File: src/hw/rtl/first_fit_heap_allocator_assert.svh
// Assertion macros for the allocator.
`ifndef FIRST_FIT_HEAP_ALLOCATOR_ASSERT_SVH
`define FIRST_FIT_HEAP_ALLOCATOR_ASSERT_SVH

// Same-cycle implication, disabled in reset.
`define FFA_ASSERT_NOW(label, ante, cons, msg) \
  label: assert property (@(posedge clk) disable iff (!rst_n) (ante) |-> (cons)) \
    else $error(msg);

// Next-cycle implication, disabled in reset.
`define FFA_ASSERT_NEXT(label, ante, cons, msg) \
  label: assert property (@(posedge clk) disable iff (!rst_n) (ante) |=> (cons)) \
    else $error(msg);

`endif

File: src/hw/rtl/ffa_ram.sv
module ffa_ram #(
  parameter int unsigned WIDTH = 8,
  parameter int unsigned DEPTH = 16
) (
  input  logic                     clk,
  input  logic                     we,
  input  logic [$clog2(DEPTH)-1:0] waddr,
  input  logic [WIDTH-1:0]         wdata,
  input  logic [$clog2(DEPTH)-1:0] raddr,
  output logic [WIDTH-1:0]         rdata
);

  logic [WIDTH-1:0] mem [DEPTH];

  always_ff @(posedge clk) begin
    if (we) begin
      mem[waddr] <= wdata;
    end
    rdata <= mem[raddr];
  end

endmodule

File: config.mk
export PLATFORM = sky130hd
export DESIGN_NAME = ffa_ram
export DESIGN_NICKNAME = d
export VERILOG_FILES = /design/src/hw/rtl/first_fit_heap_allocator_assert.svh /design/src/hw/rtl/ffa_ram.sv
export SDC_FILE = /design/constraint.sdc
export NUM_CORES = 1
export LEC_CHECK = 0
export BUFFER_PORTS_ARGS = -buffer_cell sky130_fd_sc_hd__buf_2
export CAP_MARGIN = 20
export CORE_ASPECT_RATIO = 0.8
export CORE_MARGIN = 1.5
export CORE_UTILIZATION = 25
export CTS_CLUSTER_SIZE = 20
export DETAILED_ROUTE_END_ITERATION = 8
export PLACE_DENSITY = 0.45
export SKIP_CTS_REPAIR_TIMING = 1
export SKIP_LAST_GASP = 1
export SYNTH_ARGS = -nofsm -noshare
export SYNTH_HDL_FRONTEND = slang
export SYNTH_SLANG_ARGS = --single-unit
File: constraint.sdc
create_clock -name clk -period 2.7 [get_ports clk]
set_clock_uncertainty 0.15 [all_clocks]
set_input_delay 0.405 -clock clk [delete_from_list [all_inputs] [get_ports clk]]
set_output_delay 0.405 -clock clk [all_outputs]
set_load 0.03 [all_outputs]
Word level (Yosys, flattened, before mapping)
Memories as Yosys holds them, arrays and structs flattened. A register that Yosys moved wholly into a read port is not among the register bits.
Cells that the tools add are included.
W data, S select, Z words.
- eq/ne operators: 0
- bitwise gates (word level): 0
- divide/modulo/power cells: 0
- reduce and logical (&&, ||, !) cells: 0
- $add $sub $neg: 0
- multiplexer cells: 2
- $lt $le $gt $ge: 0
- shifts and indexed selects: 0
- multipliers: 0
- operators with widths (kind ; number):
    $mux W1 ; 2
- register bits: 0
- memory bits (writable): 128
- latch bits: 0
- ROM bits: 0
- memories kept: 1
- memory list (memory ; depth ; width ; rd ports ; clocked after Yosys merged registers in ; write ports ; RTL line ; text):
    mem ; 16 ; 8 ; 1 ; 1 ; 1 ; ffa_ram.sv:13 ; logic [WIDTH-1:0] mem [DEPTH];

Logic depth before layout (Yosys ltp)
Gate-level depths: netlist of the first run.
- depth after elaboration: 2
- mapped depth: 5
- depth with buffers taken out: 3

Worst setup path before layout of the first run
OpenSTA, ideal clock, no wires.
- path type: input-to-reg
- start point: in waddr[2]
- end point: mem mem[0][0] (enable)
- required time: 2.167 ns
- data arrival time: 1.515 ns
- slack: 0.652 ns
- library setup time: 0.383 ns
- path buffers: 0
- cell stages on the path: 2
- path through: or3b_2 nor3_1
- RTL lines (item ; RTL line ; text):
    start, declared ; ffa_ram.sv:7 ; input logic [$clog2(DEPTH)-1:0] waddr,
    end, declared ; ffa_ram.sv:13 ;
No word-level cell before the write port.

==> results of run 1 <==
-- sequential cells by signal, indices dropped and copies added (netlist names) --
| register | cells |
|---|---|
| mem | 128 |
| rdata | 8 |
-- kinds of logic (layout without fill, tap and decap cells) --
kind of cell,after synthesis,count (layout),synth area share
flip-flops,136,136,0.778
AND/OR/NAND/NOR,35,35,0.0318
multiplexers,32,32,0.150
AO/OA/AOI/OAI,16,16,0.0233
buffers and inverters,10,76,0.0168
-- metal layers --
layer	up-vias	wire length [µm]
li1	1079	-
met2	42	5090
met5	-	0
met1	1240	4990
met3	17	343
met4	0	184
-- where the power goes --
part,total [mW],switching (mW),internal (mW)
Combinational,0.246,0.151,0.0951
Clock,2.14,0.809,1.33
Sequential,2.37,0.0134,2.36
-- through the flow --
stage,setup slack (ns),hold WS [ns]
after floorplan,0.652,0.354
after global placement,0.606,0.500
after detailed placement,0.587,0.513
after CTS,1.03,0.225
after global routing,0.966,0.235
final,1.06,0.237
-- worst paths after layout --
path / startpoint / to / slack [ns]
max: raddr[0] / rdata[2] / 1.06
min: wdata[1] / mem[10][1] / 0.24
max reg2reg: mem[1][2] / rdata[2] / 1.15
min reg2reg: mem[11][4] / rdata[4] / 0.52
-- worst max-delay path: cells and delay by family --
| family | cells | cell delay [ns] |
|---|---|---|
| compound gates | 1 | 0.29 |
| mux | 1 | 0.61 |
| simple gates | 1 | 0.09 |
| buf+inv | 2 | 0.36 |
-- cell usage in the layout, fill, tap and decap left out, drive strengths merged --
cell type,Yosys,routed
and2b,1,1
bufinv,0,2
nand2,9,9
dfxtp,8,8
nor2b,1,1
nand3b,2,2
nor3,4,4
nand3,1,1
a22oi,16,16
nor2,13,13
and2,1,1
nand2b,2,2
clkbuf,0,19
or3b,1,1
mux4,32,32
edfxtp,128,128
buf,7,44
clkinvlp,0,1
clkinv,0,10
-- final cells by class --
type / instances / share of cell area
clock buffers: 19 / 0.0695
clock inverters: 13 / 0.0179
multi-input cells: 83 / 0.170
flip-flops and latches: 136 / 0.643
well taps: 264 / 0.0530
repair buffers: 44 / 0.0470
==> results.py, run 1 <==
metrics = {
    "clock_network": {
        "numCtsBuffers": 17,
        "cts_buffer_depth": 2,
        "cts_tree": "built",
        "cts_sinks": 136,
        "clk_latency_ns": 0.41,
        "path_clk_slew_ns": 0.06,
        "cts_root_buf": "clkbuf_16",
        "h-tree-depth": 4,
    },
    "die": {
        "dieWidth_um": 163,
        "die_area_mm2": 0.0215,
        "coreArea_mm2": 0.0200,
        "die_h_um": 131,
        "fp-row-count": 46,
        "initial_core_util": 0.257,
        "ioPinCount": 26,
    },
    "yosys": {
        "syn_inst": 229,
        "synth_commonest_cells": "128 x edfxtp_1, 18 x mux4_2, 16 x a22oi_1, 14 x mux4_1, 13 x nor2_1",
        "yosysTopAreaCell": "edfxtp_1",
        "synth_nets": 247,
        "synth_most_common_cell": "edfxtp_1",
        "synth_area_mm2": 0.00515,
        "ys_types": 19,
        "ys_async_sr_fraction": 0,
        "seq_area_frac_synth": 0.778,
        "synth_top_area_share": 0.747,
        "synth_area_leaders": "edfxtp_1 75%, mux4_2 7.9%, mux4_1 7.1%",
        "yosys_register_bits": 136,
        "synth-edff-count": 128,
        "synth_warnings": 0,
        "yosys_most_used_dff": "edfxtp_1",
        "syn_avg_cell_area_um2": 22.5,
    },
    "worst_setup_path": {
        "critPathKind": "input pin to register",
        "endpoint_kind": "register",
        "slowest_stage": "mux4_1",
        "arrival_ns": 1.78,
        "crit_chain": "buf_2 > buf_12 > mux4_1 > a22oi_1 > nand2_1",
        "cp-start-kind": "input pin",
        "slowest_delay_ns": 0.61,
        "path_max_fanout": 32,
        "cp.required_ns": 2.85,
        "reg2reg_depth": 3,
    },
    "sta": {
        "rsz0062_at_grt": "false",
        "relSlewSlack": 0.605,
        "worst_slew_pin_slew_ns": 0.590,
        "fmaxAchievable_mhz": 610,
        "hold_viol_final": 0,
        "period_needed_ns": 1.64,
        "fin_tns_setup_ns": 0,
        "fin_crit_sh": 0.607,
        "setup_viol": 0,
        "slew_violations": 0,
    },
    "final_layout": {
        "seq_area_mm2": 0.00400,
        "final_area_mm2": 0.00623,
        "drive_gt1_frac": 0.298,
        "fin_util": 0.311,
        "diodes": 0,
        "final_nets": 300,
        "fill_cells": 1948,
        "multi_input_area_mm2": 0.00106,
        "stdcell_count": 559,
        "syn_to_final_growth_pct": 21.0,
    },
    "grt": {
        "grt.total_usage": 0.105,
        "grt_start_max_net_pins": 33,
        "grt_pass1_vias": 2425,
        "grt_overflow": 0,
        "use_met3": 0.0256,
        "top_usage_layer": "met2",
        "grt_use_met2": 0.163,
        "grt_util_met1": 0.140,
        "antenna_found_initial": 0,
        "grt_pass1_wl_mm": 15.7,
    },
    "placed_design": {
        "portBuffers": 25,
        "gp_congestion": 0.683,
        "dpl_cell_area_mm2": 0.00568,
        "dp_cells": 527,
        "dp_hpwl_mm": 6.71,
    },
    "route": {
        "routed_wl_mm": 10.6,
        "drt_pass1_iterations": 4,
        "drt-initial-drc-count": 232,
        "drc": 0,
        "vias_per_cell": 4.25,
        "vias": 2378,
        "wire_per_inst_um": 19.0,
        "antenna_left": 0,
    },
    "power_and_ir_drop": {
        "p_leak_nw": 2.07,
        "power_density_mw_per_mm2": 764,
        "ir_worst_vdd_uv": 358,
        "power_mw": 4.76,
    },
    "hold_path": {
        "hold_depth": 1,
        "hp-class": "input pin to register",
    },
    "job": {
        "cap_violations": 0,
    },
    "run_status": {
        "status": "complete, no violations",
    },
}
(Power assumes the default switching activity.)
==> run 2, diff against run 1 <==
Settings changed: ABC_AREA from default to 1, PLACE_DENSITY 0.45 to 0.47.
Clock period 2.7 ns to 1.5 ns, I/O delays scaled along.
==> run 2 against run 1 <==
Compared with the run above:
- sequential share of layout area is 6.7 points lower
- final cell count is 64% higher
- core utilization is 0.25 points lower
- sequential power is 81% higher
- non-clock buffer count is 7 higher
- count of clock-buffer cells in the layout is 1 lower
- power is 91% higher
- register-to-register slack worse by 0.84 ns
- synthesized cell count is 140% higher
- largest cell class unchanged
- clock power is 96% higher
- largest power group unchanged
- routed wire length is 32% higher
==> results.py, run 2 <==
metrics = {
    "final_layout": {
        "fin_util": 0.308,
        "diodes": 0,
        "reg.largest.list": "mem (128), rdata (8)",
        "final_nets": 615,
        "stdcell_count": 916,
        "largest_reg_flops": 128,
        "syn_to_final_growth_pct": 20.7,
        "final_common_cell": "nand2_1",
        "drive_gt1_frac": 0.125,
        "final_area_mm2": 0.00696,
        "regMostFlops": "mem",
        "layout_common_cells": "173 x nand2_1, 128 x edfxtp_1, 100 x inv_1",
    },
    "power_and_ir_drop": {
        "power_density_mw_per_mm2": 1300,
        "p_leak_nw": 2.96,
        "ir_worst_vdd_uv": 692,
    },
    "sta": {
        "fin_tns_setup_ns": 0,
        "fmaxAchievable_mhz": 731,
        "relSlewSlack": 0.731,
        "hold_viol_final": 0,
        "fin_crit_sh": 0.912,
        "worst_slew_pin_slew_ns": 0.404,
        "period_needed_ns": 1.37,
        "rsz0062_at_grt": "false",
        "slew_violations": 0,
        "setup_viol": 0,
        "hold_ws_ns": 0.0745,
    },
    "worst_setup_path": {
        "crit_cells": 1,
        "arrival_ns": 0.99,
        "cp_top_family": "flip-flops",
        "crit_chain": "buf_2",
        "cp.required_ns": 1.12,
        "cp.buffers_inverters": 1,
        "reg2reg_to": "rdata[2]",
        "timing.rr.start": "mem[11][2]",
        "critPathKind": "register to primary output",
        "reg2reg_depth": 6,
        "startpoint": "rdata[0]",
        "rrSetupSlack_ns": 0.31,
        "cp-endpoint": "rdata[0]",
        "cp-start-kind": "register",
        "slowest_stage": "dfxtp_1",
        "slowest_delay_ns": 0.36,
        "path_max_fanout": 1,
        "endpoint_kind": "primary output",
    },
    "yosys": {
        "synth_commonest_cells": "173 x nand2_1, 128 x edfxtp_1, 100 x inv_1, 97 x nand3_1, 17 x nor2_1",
        "synth_most_common_cell": "nand2_1",
        "yosys_most_used_dff": "edfxtp_1",
        "synth_top_area_share": 0.667,
        "synth_warnings": 0,
        "yosys_register_bits": 136,
        "yosysTopAreaCell": "edfxtp_1",
        "synth_area_leaders": "edfxtp_1 67%, nand2_1 11%, nand3_1 8.4%",
        "syn_avg_cell_area_um2": 10.5,
        "seq_area_frac_synth": 0.694,
        "syn_inst": 551,
        "ys_async_sr_fraction": 0,
        "synth-edff-count": 128,
        "synth_nets": 569,
        "synth_area_mm2": 0.00577,
        "ys_types": 12,
    },
    "die": {
        "initial_core_util": 0.256,
        "coreArea_mm2": 0.0226,
        "die_area_mm2": 0.0240,
        "dieWidth_um": 173,
        "ioPinCount": 26,
        "die_h_um": 139,
        "fp-row-count": 49,
    },
    "clock_network": {
        "numCtsBuffers": 17,
        "cts_tree": "built",
        "cts_sinks": 136,
        "clk_latency_ns": 0.42,
        "path_clk_slew_ns": 0.06,
        "cts_buffer_depth": 2,
        "cts_root_buf": "clkbuf_16",
        "h-tree-depth": 4,
    },
    "route": {
        "drt_pass1_iterations": 5,
        "vias": 3786,
        "vias_per_cell": 4.13,
        "drt-initial-drc-count": 320,
        "wire_per_inst_um": 15.3,
        "drc": 0,
        "routed_wl_mm": 14.1,
        "antenna_left": 0,
    },
    "grt": {
        "antenna_found_initial": 0,
        "grt_pass1_wl_mm": 21.9,
        "grt_overflow": 0,
        "grt.total_usage": 0.125,
        "grt_start_max_net_pins": 65,
        "grt_pass1_vias": 3605,
    },
    "job": {
        "cap_violations": 0,
    },
    "hold_path": {
        "hold_depth": 1,
        "hp-class": "input pin to register",
    },
    "run_status": {
        "status": "complete, no violations",
    },
    "placed_design": {
        "gp_congestion": 0.769,
        "dp_hpwl_mm": 8.90,
        "dpl_cell_area_mm2": 0.00636,
        "dp_cells": 883,
        "portBuffers": 25,
    },
}
## run 2: changes by cell type after synthesis, moves of 10 or more
cell	delta
nand2_1	+164
nand3_1	+96
mux4_1	-14
mux4_2	-18
a22oi_1	-16
buf_2	+10
inv_1	+100
## run 2: logic make-up (layout without fill, tap and decap cells)
kind of cell  count (synthesis)  in the layout  synth area share
buf+inv                     126            185            0.0952
flops                       136            136             0.694
simple gates                289            289             0.210
## run 2: final cells by class
class | instances | area, µm²
multi-input combinational | 289 | 1210
tap | 306 | 383
clock buffer | 18 | 429
sequential | 136 | 4000
inverter | 102 | 383
clock inverter | 14 | 161
timing repair buffer | 51 | 385
fill | 2411 | 15600
## run 2: per-stage QoR
step / worst slack [ns] / power [mW]
6_report: 0.132 / 9.08
5_1_grt: 0.0692 / 9.38
4_1_cts: 0.0935 / 9.16
3_5_place_dp: 0.0113 / 4.96
3_3_place_gp: 0.0138 / 4.96
2_1_floorplan: 0.174 / 4.70
## run 2: worst min-delay path by stage
| stage | endpoint | startpoint | slack [ns] |
|---|---|---|---|
| 3_3_place_gp | rdata[3] | raddr[3] | 0.44 |
| 2_1_floorplan | mem[0][0] | wdata[0] | 0.17 |
| 5_1_grt | mem[10][2] | wdata[2] | 0.08 |
| 3_5_place_dp | rdata[3] | raddr[3] | 0.44 |
| 4_1_cts | rdata[3] | raddr[3] | -0.01 |
| 6_report | mem[10][2] | wdata[2] | 0.07 |
## run 2: layer usage
| metal | global-route usage | share of wire | vias to the layer above |
|---|---|---|---|
| met5 | 0 | 0 | - |
| met4 | 0.0371 | 0.011 | 0 |
| met3 | 0.0370 | 0.053 | 15 |
| met2 | 0.179 | 0.42 | 104 |
| met1 | 0.182 | 0.51 | 1798 |
| li1 | - | - | 1869 |
## run 2: power by group
group          switching (mW)  total, mW  internal [mW]
Clock                    1.48       4.20           2.72
Sequential             0.0287       4.28           4.25
Combinational           0.421      0.595          0.175
Total                    1.93       9.08           7.15
